==> config.mk <==
export PLATFORM = sky130hd
export DESIGN_NAME = stepper_step_rate_generator_unit
export DESIGN_NICKNAME = d
export VERILOG_FILES = /design/src/hdl/ssrg_pkg.sv /design/src/hdl/stepper_step_rate_generator_unit.sv
export VERILOG_INCLUDE_DIRS = /design/src /design/src/hdl
export SDC_FILE = /design/constraint.sdc
export NUM_CORES = 1
export LEC_CHECK = 0
export BUFFER_PORTS_ARGS = -buffer_cell sky130_fd_sc_hd__buf_2
export CELL_PAD_IN_SITES_DETAIL_PLACEMENT = 1
export CELL_PAD_IN_SITES_GLOBAL_PLACEMENT = 1
export CORE_ASPECT_RATIO = 0.5
export CORE_MARGIN = 5
export CORE_UTILIZATION = 43
export CTS_BUF_LIST = sky130_fd_sc_hd__clkbuf_16
export DETAILED_ROUTE_END_ITERATION = 6
export GPL_ROUTABILITY_DRIVEN = 0
export HOLD_SLACK_MARGIN = 0.03
export PLACE_DENSITY = 0.87
export SLEW_MARGIN = 20
export SYNTH_ARGS = -nofsm -noshare
export SYNTH_HDL_FRONTEND = slang
export SYNTH_SLANG_ARGS = --single-unit
==> constraint.sdc <==
create_clock -name aclk -period 5.1 [get_ports aclk]
set_input_delay 0.255 -clock aclk [delete_from_list [all_inputs] [get_ports aclk]]
set_output_delay 0.255 -clock aclk [all_outputs]
set_load 0.03 [all_outputs]
==> src/hdl/stepper_step_rate_generator_unit_defines.svh <==
// Assertion macros for the step rate generator.
`ifndef STEPPER_STEP_RATE_GENERATOR_UNIT_DEFINES_SVH
`define STEPPER_STEP_RATE_GENERATOR_UNIT_DEFINES_SVH

// Check a property on every clock edge outside reset.
`define SSRG_ASSERT(lbl, prop, msg) \
    lbl: assert property (@(posedge aclk) disable iff (!aresetn) prop) else $error(msg);

// Check a property on every clock edge, reset included.
`define SSRG_ASSERT_ALWAYS(lbl, prop, msg) \
    lbl: assert property (@(posedge aclk) prop) else $error(msg);

`endif

==> src/hdl/ssrg_pkg.sv <==
// Shared types and constants of the step rate generator.
package ssrg_pkg;

    localparam int REQ_W     = 3;
    localparam int FREQ_W    = 15;
    localparam int CLK_W     = 27;
    localparam int CMP_W     = 16;
    localparam int PSC_W     = 7;
    localparam int PCNT_W    = 6;
    localparam int DEN_W     = FREQ_W + 7;
    localparam int S_DATA_W  = 16;
    localparam int M_DATA_W  = 32;

    typedef logic [REQ_W-1:0]  req_t;
    typedef logic [FREQ_W-1:0] freq_t;
    typedef logic [CMP_W-1:0]  cmp_t;
    typedef logic [PSC_W-1:0]  psc_t;

    localparam req_t REQ_TICK     = 3'd0;
    localparam req_t REQ_SET_FREQ = 3'd1;
    localparam req_t REQ_RUN      = 3'd2;
    localparam req_t REQ_STOP     = 3'd3;
    localparam req_t REQ_SET_DIR  = 3'd4;

    localparam logic CFG_CPU_CLOCK  = 1'b0;
    localparam logic CFG_LINEAR_FIT = 1'b1;

    localparam freq_t FREQ_FAST = 15'd1340;
    localparam freq_t FREQ_MID  = 15'd630;

    localparam psc_t PSC_OFF = 7'd0;
    localparam psc_t PSC_1   = 7'd1;
    localparam psc_t PSC_8   = 7'd8;
    localparam psc_t PSC_64  = 7'd64;

    localparam cmp_t       LIN_BASE    = 16'd6368;
    localparam logic [8:0] LIN_SLOPE   = 9'd305;
    localparam cmp_t       CMP_MAX     = 16'hFFFF;
    localparam logic [CLK_W-1:0] Q_SAT_LIMIT = 27'd65536;
    localparam logic [CLK_W-1:0] CLK_RESET   = 27'd16000000;

endpackage

==> src/hdl/stepper_step_rate_generator_unit.sv <==
// Top level of the step rate generator: request decode, CTC timer and restoring divider.
//
// Usage
//   Input channel s_*: one word per request. s_tuser carries the request kind
//   (tick, set frequency, run, stop, set direction); s_tdata carries the
//   frequency and the direction. Output channel m_*: one status word per
//   request, taken after the request is handled (step pin, direction pin,
//   running flag, compare value, prescaler).
//   For ticks, run, stop and set direction the status word shows up on m_*
//   the cycle after the request is taken, and a new request can be taken
//   every cycle while the receiver keeps m_tready high.
//   A set frequency that changes to a nonzero rate runs the restoring
//   divider, one bit of the quotient per cycle, then saturates and loads the
//   compare value (ST_SAT) and pulls back the timer (ST_FIN). With the linear
//   fit in use and a rate of at least FREQ_FAST the divider is skipped.
//   The input is not ready while the divider sequence runs.
//   When the receiver stalls, the status word holds on m_tdata and no new
//   request is taken until it is accepted.
//   Reset (aresetn low, synchronous) stops the timer, clears frequency,
//   prescaler, compare value and counts, sets the direction forward and
//   restores the configuration registers to their defaults.
module stepper_step_rate_generator_unit (
    input  logic                          aclk,
    input  logic                          aresetn,
    // configuration write port
    input  logic                          cfg_wr_en,
    input  logic                          cfg_addr,
    input  logic [ssrg_pkg::CLK_W-1:0]    cfg_wdata,
    // request channel
    input  logic                          s_tvalid,
    output logic                          s_tready,
    // [14:0] step_freq, [15] dir_forward
    input  logic [ssrg_pkg::S_DATA_W-1:0] s_tdata,
    // [2:0] req_type
    input  logic [ssrg_pkg::REQ_W-1:0]    s_tuser,
    // status channel
    output logic                          m_tvalid,
    input  logic                          m_tready,
    // [0] step_level, [1] dir_level, [2] is_running, [18:3] compare_value,
    // [25:19] prescale_sel, [31:26] zero
    output logic [ssrg_pkg::M_DATA_W-1:0] m_tdata
);
    import ssrg_pkg::*;

    `include "stepper_step_rate_generator_unit_defines.svh"

    localparam logic [1:0] ST_IDLE = 2'd0;
    localparam logic [1:0] ST_DIV  = 2'd1;
    localparam logic [1:0] ST_SAT  = 2'd2;
    localparam logic [1:0] ST_FIN  = 2'd3;

    localparam logic [4:0] DIV_LAST = 5'(CLK_W - 1);

    // Control and architectural state
    logic [1:0]        state_reg, state_next;
    logic              m_valid_reg, m_valid_next;
    logic [CLK_W-1:0]  cpu_clock_reg, cpu_clock_next;
    logic              lin_fit_reg, lin_fit_next;
    logic              running_reg, running_next;
    freq_t             cur_freq_reg, cur_freq_next;
    psc_t              psc_reg, psc_next;
    cmp_t              cmp_reg, cmp_next;
    logic [PCNT_W-1:0] pcnt_reg, pcnt_next;
    cmp_t              timer_reg, timer_next;
    logic              step_reg, step_next;
    logic              dir_reg, dir_next;

    // Divider working registers
    logic [4:0]        step_cnt_reg, step_cnt_next;
    logic              lin_sel_reg, lin_sel_next;
    logic [DEN_W-1:0]  den_reg, den_next;
    logic [DEN_W-1:0]  rem_reg, rem_next;
    logic [CLK_W-1:0]  quo_reg, quo_next;

    logic              s_accept;
    req_t              req;
    freq_t             in_freq;
    logic              in_dir;
    psc_t              psc_pick;
    logic [PSC_W-1:0]  pcnt_inc;
    logic [DEN_W+1:0]  trial;
    logic [23:0]       lin_prod;
    logic [13:0]       lin_sub;
    cmp_t              lin_cmp;
    cmp_t              div_cmp;

    assign req      = s_tuser;
    assign in_freq  = s_tdata[FREQ_W-1:0];
    assign in_dir   = s_tdata[FREQ_W];
    assign s_tready = (state_reg == ST_IDLE) && (!m_valid_reg || m_tready);
    assign s_accept = s_tvalid && s_tready;

    assign m_tvalid = m_valid_reg;
    assign m_tdata  = {6'd0, psc_reg, cmp_reg, running_reg, ~dir_reg, step_reg};

    // Prescaler choice for the incoming frequency
    always_comb begin
        if (in_freq >= FREQ_FAST) begin
            psc_pick = PSC_1;
        end else if (in_freq >= FREQ_MID) begin
            psc_pick = PSC_8;
        end else begin
            psc_pick = PSC_64;
        end
    end

    assign pcnt_inc = {1'b0, pcnt_reg} + 7'd1;

    // One restoring division step
    assign trial = {1'b0, rem_reg, quo_reg[CLK_W-1]} - {2'b00, den_reg};

    // Linear fit: 305/1024 approximates the slope
    assign lin_prod = LIN_SLOPE * cur_freq_reg;
    assign lin_sub  = lin_prod[23:10];
    assign lin_cmp  = ({2'b00, lin_sub} >= LIN_BASE) ? '0 : LIN_BASE - {2'b00, lin_sub};
    assign div_cmp  = ((quo_reg == '0) || (quo_reg > Q_SAT_LIMIT)) ? CMP_MAX
                    : quo_reg[CMP_W-1:0] - 16'd1;

    always_comb begin
        state_next    = state_reg;
        m_valid_next  = m_valid_reg;
        cpu_clock_next = cpu_clock_reg;
        lin_fit_next  = lin_fit_reg;
        running_next  = running_reg;
        cur_freq_next = cur_freq_reg;
        psc_next      = psc_reg;
        cmp_next      = cmp_reg;
        pcnt_next     = pcnt_reg;
        timer_next    = timer_reg;
        step_next     = step_reg;
        dir_next      = dir_reg;
        step_cnt_next = step_cnt_reg;
        lin_sel_next  = lin_sel_reg;
        den_next      = den_reg;
        rem_next      = rem_reg;
        quo_next      = quo_reg;

        if (cfg_wr_en) begin
            case (cfg_addr)
                CFG_CPU_CLOCK:  cpu_clock_next = cfg_wdata;
                CFG_LINEAR_FIT: lin_fit_next   = cfg_wdata[0];
                default: ;
            endcase
        end

        // Drop the status word once taken
        if (m_valid_reg && m_tready) begin
            m_valid_next = 1'b0;
        end

        case (state_reg)
            ST_IDLE: begin
                if (s_accept) begin
                    m_valid_next = 1'b1;
                    case (req)
                        REQ_TICK: begin
                            if (running_reg) begin
                                if (pcnt_inc >= psc_reg) begin
                                    pcnt_next = '0;
                                    if (timer_reg == cmp_reg) begin
                                        timer_next = '0;
                                        step_next  = ~step_reg;
                                    end else begin
                                        timer_next = timer_reg + 16'd1;
                                    end
                                end else begin
                                    pcnt_next = pcnt_inc[PCNT_W-1:0];
                                end
                            end
                        end
                        REQ_SET_FREQ: begin
                            if (in_freq != cur_freq_reg) begin
                                cur_freq_next = in_freq;
                                if (in_freq == '0) begin
                                    psc_next     = PSC_OFF;
                                    running_next = 1'b0;
                                end else begin
                                    psc_next     = psc_pick;
                                    m_valid_next = 1'b0;
                                    lin_sel_next = lin_fit_reg && (in_freq >= FREQ_FAST);
                                    rem_next     = '0;
                                    quo_next     = cpu_clock_reg;
                                    step_cnt_next = '0;
                                    case (psc_pick)
                                        PSC_1:   den_next = {6'd0, in_freq, 1'b0};
                                        PSC_8:   den_next = {3'd0, in_freq, 4'd0};
                                        default: den_next = {in_freq, 7'd0};
                                    endcase
                                    if (lin_fit_reg && (in_freq >= FREQ_FAST)) begin
                                        state_next = ST_SAT;
                                    end else begin
                                        state_next = ST_DIV;
                                    end
                                end
                            end
                        end
                        REQ_RUN: begin
                            if (cur_freq_reg == '0) begin
                                if (running_reg) begin
                                    step_next    = 1'b0;
                                    running_next = 1'b0;
                                end
                            end else if (!running_reg) begin
                                timer_next   = '0;
                                running_next = 1'b1;
                            end
                        end
                        REQ_STOP: begin
                            if (running_reg) begin
                                step_next    = 1'b0;
                                running_next = 1'b0;
                            end
                        end
                        REQ_SET_DIR: dir_next = in_dir;
                        default: ;
                    endcase
                end
            end
            ST_DIV: begin
                // Shift in one quotient bit per cycle
                if (!trial[DEN_W+1]) begin
                    rem_next = trial[DEN_W-1:0];
                end else begin
                    rem_next = {rem_reg[DEN_W-2:0], quo_reg[CLK_W-1]};
                end
                quo_next = {quo_reg[CLK_W-2:0], ~trial[DEN_W+1]};
                step_cnt_next = step_cnt_reg + 5'd1;
                if (step_cnt_reg == DIV_LAST) begin
                    state_next = ST_SAT;
                end
            end
            ST_SAT: begin
                cmp_next   = lin_sel_reg ? lin_cmp : div_cmp;
                state_next = ST_FIN;
            end
            ST_FIN: begin
                // Pull the timer back by the new compare value if it has reached it
                if (timer_reg >= cmp_reg) begin
                    timer_next = timer_reg - cmp_reg;
                end
                m_valid_next = 1'b1;
                state_next   = ST_IDLE;
            end
            default: state_next = ST_IDLE;
        endcase
    end

    always_ff @(posedge aclk) begin
        if (!aresetn) begin
            state_reg     <= ST_IDLE;
            m_valid_reg   <= 1'b0;
            cpu_clock_reg <= CLK_RESET;
            lin_fit_reg   <= 1'b0;
            running_reg   <= 1'b0;
            cur_freq_reg  <= '0;
            psc_reg       <= PSC_OFF;
            cmp_reg       <= '0;
            pcnt_reg      <= '0;
            timer_reg     <= '0;
            step_reg      <= 1'b0;
            dir_reg       <= 1'b1;
            step_cnt_reg  <= '0;
            lin_sel_reg   <= 1'b0;
        end else begin
            state_reg     <= state_next;
            m_valid_reg   <= m_valid_next;
            cpu_clock_reg <= cpu_clock_next;
            lin_fit_reg   <= lin_fit_next;
            running_reg   <= running_next;
            cur_freq_reg  <= cur_freq_next;
            psc_reg       <= psc_next;
            cmp_reg       <= cmp_next;
            pcnt_reg      <= pcnt_next;
            timer_reg     <= timer_next;
            step_reg      <= step_next;
            dir_reg       <= dir_next;
            step_cnt_reg  <= step_cnt_next;
            lin_sel_reg   <= lin_sel_next;
        end
    end

    always_ff @(posedge aclk) begin
        den_reg <= den_next;
        rem_reg <= rem_next;
        quo_reg <= quo_next;
    end

    // A running timer always has a prescaler armed
    `SSRG_ASSERT(a_run_has_psc, running_reg |-> (psc_reg != PSC_OFF), "running without prescaler")
    // No status word is offered while the divider works
    `SSRG_ASSERT_ALWAYS(a_div_quiet, (state_reg == ST_DIV) |-> !m_valid_reg, "status during divide")
    // Short requests answer on the next cycle
    `SSRG_ASSERT(a_short_resp, (s_accept && (req != REQ_SET_FREQ)) |=> m_valid_reg,
                 "short request gave no status word")
    // The divider only starts from a nonzero frequency
    `SSRG_ASSERT(a_div_freq, (state_reg == ST_DIV) |-> (cur_freq_reg != '0), "divide by zero rate")

endmodule

# After elaboration in Yosys (flattened, before gate mapping)
# Index checks and enable logic that the tools add are counted.
[word_totals]
register_bits = 171
latch_bits = 0
ram_bits = 0
romBits = 0
output_inout_bits = 34
word_cells = 148
memories = 0
[classes]
n_addsub = 7
multipliers = 1
div = 0
order_cmp = 6
eq_ne = 29
n_shift = 0
muxes = 56
bitwise = 5
reduce_logical = 27
[op_table]
columns = ["op", "n"]
rows = [
  ["$mux W16", 10],
  ["$mux W22", 5],
  ["$mux W27", 4],
  ["$pmux W22 S2", 2],
  ["$pmux W16 S2", 2],
  ["$pmux W27 S2", 1],
  ["$logic_not A15 Y1", 2],
  ["$gt A27 B17 Y1 const B", 1],
  ["$logic_not A27 Y1", 1],
  ["$mul A9 B15 Y24 const A", 1],
  ["$sub A23 B22 Y24", 1],
  ["$mux W7", 3],
  ["$mux W5", 4],
  ["$ne A2 B2 Y1 const B", 10],
  ["$reduce_and A5 Y1", 4],
  ["$add A16 B1 Y16 const B", 1],
  ["$eq A16 B16 Y1", 1],
  ["$ge A16 B16 Y1", 1],
  ["$sub A16 B1 Y16 const B", 1],
  ["$sub A16 B16 Y16", 1],
  ["$ge A15 B10 Y1 const B", 1],
  ["$ge A15 B11 Y1 const B", 1],
  ["$ne A15 B15 Y1", 1],
  ["$sub A13 B14 Y15 const A", 1],
  ["other kinds (35)", 71],
]

# Depth between registers and ports, before layout
[logic_depth]
depth_word = 8
ltp_mapped = 22
depth_no_buf = 22

# Least setup slack after synthesis
# Ideal clock, no wire load.
[synth_path]
path_kind = "flip-flop to flip-flop"
start = "register cur_freq_reg[6]"
end = "register cmp_reg[10]"
t_arrival_ps = 4775
slack_ps = 200
path_stages_with_launch = 19
path_buffers = 0
synth_period_minus_slack_ps = 4900
cell_sequence = "dfxtp_1 inv_1 ha_1 ha_1 fa_1 inv_1 fa_1 inv_1 ha_1 a21oi_1 a21boi_2 o21a_1 or4_1 a2111oi_2 nand4b_1 o21ai_2 xnor3_1 a211oi_1 a211oi_1"
[synth_via]
elab_chain_len = 4
[synth_lines]
columns = ["item", "line_no", "rtl"]
rows = [
  ["start, declared", "stepper_step_rate_generator_unit.sv:60", "freq_t cur_freq_reg, cur_freq_next;"],
  ["start signal, assigned", "stepper_step_rate_generator_unit.sv:270", "cur_freq_reg <= cur_freq_next;"],
  ["$mul A9 B15 Y24 (*)", "stepper_step_rate_generator_unit.sv:113", "assign lin_prod = LIN_SLOPE * cur_freq_reg;"],
  ["$sub A13 B14 Y15 or $ge A14 B13 Y1 (tied branches)", "stepper_step_rate_generator_unit.sv:115", "assign lin_cmp = ({2'b00, lin_sub} >= LIN_BASE) ? '0 : LIN_BASE - {2'b00, lin_sub};"],
  ["$mux W16 (*)", "stepper_step_rate_generator_unit.sv:115", ""],
  ["$mux W16 (*)", "stepper_step_rate_generator_unit.sv:233", "cmp_next = lin_sel_reg ? lin_cmp : div_cmp;"],
  ["end signal, assigned", "stepper_step_rate_generator_unit.sv:272", "cmp_reg <= cmp_next;"],
  ["end, declared", "stepper_step_rate_generator_unit.sv:62", "cmp_t cmp_reg, cmp_next;"],
]
# Mark *: on every way between the ends. The rest lies on a longest branch, timed or not.
# A chain may end at the register's enable or synchronous reset.

# Worst setup path in the final report
[layout_path]
start = "register cur_freq_reg[4]"
end = "register cmp_reg[12]"
# The elaborated chain is that of the path after synthesis.

==> impl_metrics.ini <==
[min_path]
worstHoldPathCells = 3
holdPathEnd = cpu_clock_reg[11]
hp-class = in2reg
worstHoldStart = cfg_wdata[11]

[setup_path]
r2r_cells = 23
r2r_start = cur_freq_reg[4]
cp.arrival_ps = 5720
regToRegEndpoint = cmp_reg[12]
crit_top_cell = inv_1
endpoint_kind = register
worst-setup-path-type = reg2reg
worst_ep_required_time_ps = 5470
slowest_stage = fa_1
rrSetupSlack_ps = -240
max_stage_delay_ps = 540
path_max_fanout = 4
setup.worst_path.start_class = register
worstPathCellList = inv_1 -> ha_1 -> ha_1 -> inv_1 -> fa_1 -> inv_1 -> fa_1 -> ha_4 -> nand4_1 -> o22ai_4 -> nor2_4 -> nor2b_2 -> nor2_1 -> xor2_1 -> ha_2 -> inv_1 -> a2111oi_4 -> nand4b_1 -> buf_4 -> buf_4 -> a21oi_2 -> xor2_1 -> o21ai_0

[synth]
synth-async-reset-ratio_pct = 0
ys_warn_count = 0
synth_edf_count = 70
synth_seq_area_share_pct = 33.37
syn_area_mm2 = 0.01206
synth.avg_cell_area_um2 = 8.731
yosysTopAreaCell = edfxtp_1
ys_types = 77
ys_ff_latch = 166
netlist.area_leader.share_pct = 17.43
synth_area_leaders = edfxtp_1, dfxtp_1, ha_1
synth_ff_type = dfxtp_1
synthCells = 1381

[sta]
slew_violations = 0
period_share_pct = 104.8
max_freq_mhz = 187.1
clock_skew_ps = 17.24
period_minus_slack_ps = 5343
slew-limit-headroom_pct = 24.55
setup_violations = 14
worst_pin_slew_ps = 1132
hold_viol = 0
finalWorstSetupSlack_ps = -243.3

[cts]
clock-sinks = 166
cts_max_path_buffers = 2
path_clk_slew_ps = 80
h-tree-depth = 4
tritoncts = yes
clk_root_buffer_cell = clkbuf_16
cts_made_buffers = 17
clock_latency_ps = 470

[global_routing]
grt_max_degree = 73
grt_pass1_wl_um = 63460
antenna_found_initial = 6
grt_pass1_vias = 11824
grt_overflow = 0
track_usage_pct = 25.21

[outcome]
violations = negative setup slack
status = complete, but fails checks

[power]
ir_drop_uv = 230.9
p_per_area_mw_per_mm2 = 306.6
power_mw = 4.219
p_leak_nw = 6.033

[final_layout]
num-nets-final = 1661
area_growth_pct = 14.14
final_common_cell = inv_1
layout-drive-gt1-share_pct = 14.94
most-common-layout-cells = inv_1, nor2_1, ha_1

[routing]
drt_iter0_drc = 904
wl_per_cell_um = 23.21
first_pass_iters = 5
drc_errors = 0
vias = 11215
vias_per_cell = 6.010
drtAntennaViolNets = 0
drt_wl_total_um = 43310

[placed_design]
io_buffers = 75
post-dp-hpwl_um = 27560
dpl_worst_slack_ps = -65.05

[floorplanning]
std_cell_rows = 43
die_h_um = 128.4
die_w_um = 246.8
ioPinCount = 86
coreArea_mm2 = 0.02765
die-area_mm2 = 0.03169
start_util_pct = 43.60

[job]
maxCapViolations = 0
[cells in the mapped netlist (12+ instances only)]
master and instances:
a21o_1 16, nor4_1 17, o21ai_0 80, a21oi_1 112, clkbuf_1 47, nand2b_1 14
dfxtp_1 96, fa_1 22, mux2_2 28, edfxtp_1 70, nor3_1 20, nand3_1 33
xnor2_1 41, nand2_1 115, nor2_1 128, a211oi_1 14, and3_1 14, nor2b_1 15
inv_1 133, ha_1 121, buf_4 12, mux2i_1 36, a31oi_1 20, xor2_1 27
[area by class of cell]
cell class / instances / area [µm²]
clock buffer: 17 / 425.4
multi-input combinational: 1026 / 7437
fill: 3246 / 13890
antenna: 5 / 12.51
inverter: 135 / 506.7
sequential: 166 / 4035
tap: 382 / 478.0
timing repair buffer: 120 / 760.7
clock inverter: 15 / 107.6
[power breakdown]
part	switching (mW)	internal, mW	leakage [nW]
Sequential	0.0727	1.49	1.43
Combinational	0.889	0.524	4.35
Clock	0.620	0.623	0.255
Total	1.58	2.64	6.03
[metrics by stage]
step                      util, %  TNS (ps)  cell area (µm²)  hold WS (ps)  cells
after CTS                   48.84         0            13510         30.44   1850
final                       49.77     -1576            13760         34.79   1866
after floorplan                 -         0            12110         379.2   1395
after global placement      46.61         0            12890         449.7   1812
after detailed placement    46.61    -65.05            12890         458.9   1812
after global routing        49.77     -3252            13760         29.65   1866
[logic make-up after synthesis]
kind of cell	synth area share, %
and+or+nand+nor	16.69
muxes	5.790
xor gates and xnor gates	5.126
adders and majority gates	16.21
AOI/OAI and AO/OA	15.95
buffers and inverters	6.838
other	0.03110
DFF	33.37
[metal layers]
metal	routed length, µm	track usage (%)	vias to the layer above
li1	-	-	5005
met1	16720	28.26	5561
met2	21720	45.92	452
met3	2171	5.023	197
met4	2697	13.14	0
met5	0	0	-
[worst max-delay path: cells and delay by family, from the launching register on]
kind                       cells  cell delay (ps)
and+or+nand+nor                5              720
buffers and inverters          6              550
adders and majority gates      6             2210
xor gates and xnor gates       2              400
DFF                            1              360
AOI/OAI and AO/OA              4             1030
[timing repair]
| item | CTS | global route |
|---|---|---|
| endpoints found under the setup margin | 3 | 15 |
| pin swaps | 0 | 14 |
| endpoints found under the hold margin | 6 | 0 |
| buffers inserted | 0 | 10 |
| hold buffers | 6 | 0 |
| gates resized for setup | 4 | 31 |
[worst max path at each step]
stage,from,to,slack (ps),cells after the start
after floorplan,cur_freq_reg[6],cmp_reg[10],200,18
after global placement,cur_freq_reg[7],cmp_reg[10],120,18
after detailed placement,cur_freq_reg[5],cmp_reg[10],-70,22
after CTS,cur_freq_reg[7],cmp_reg[10],6,17
after global routing,cur_freq_reg[4],cmp_reg[8],-410,23
final,cur_freq_reg[4],cmp_reg[12],-240,23
(Power assumes the default switching activity.)
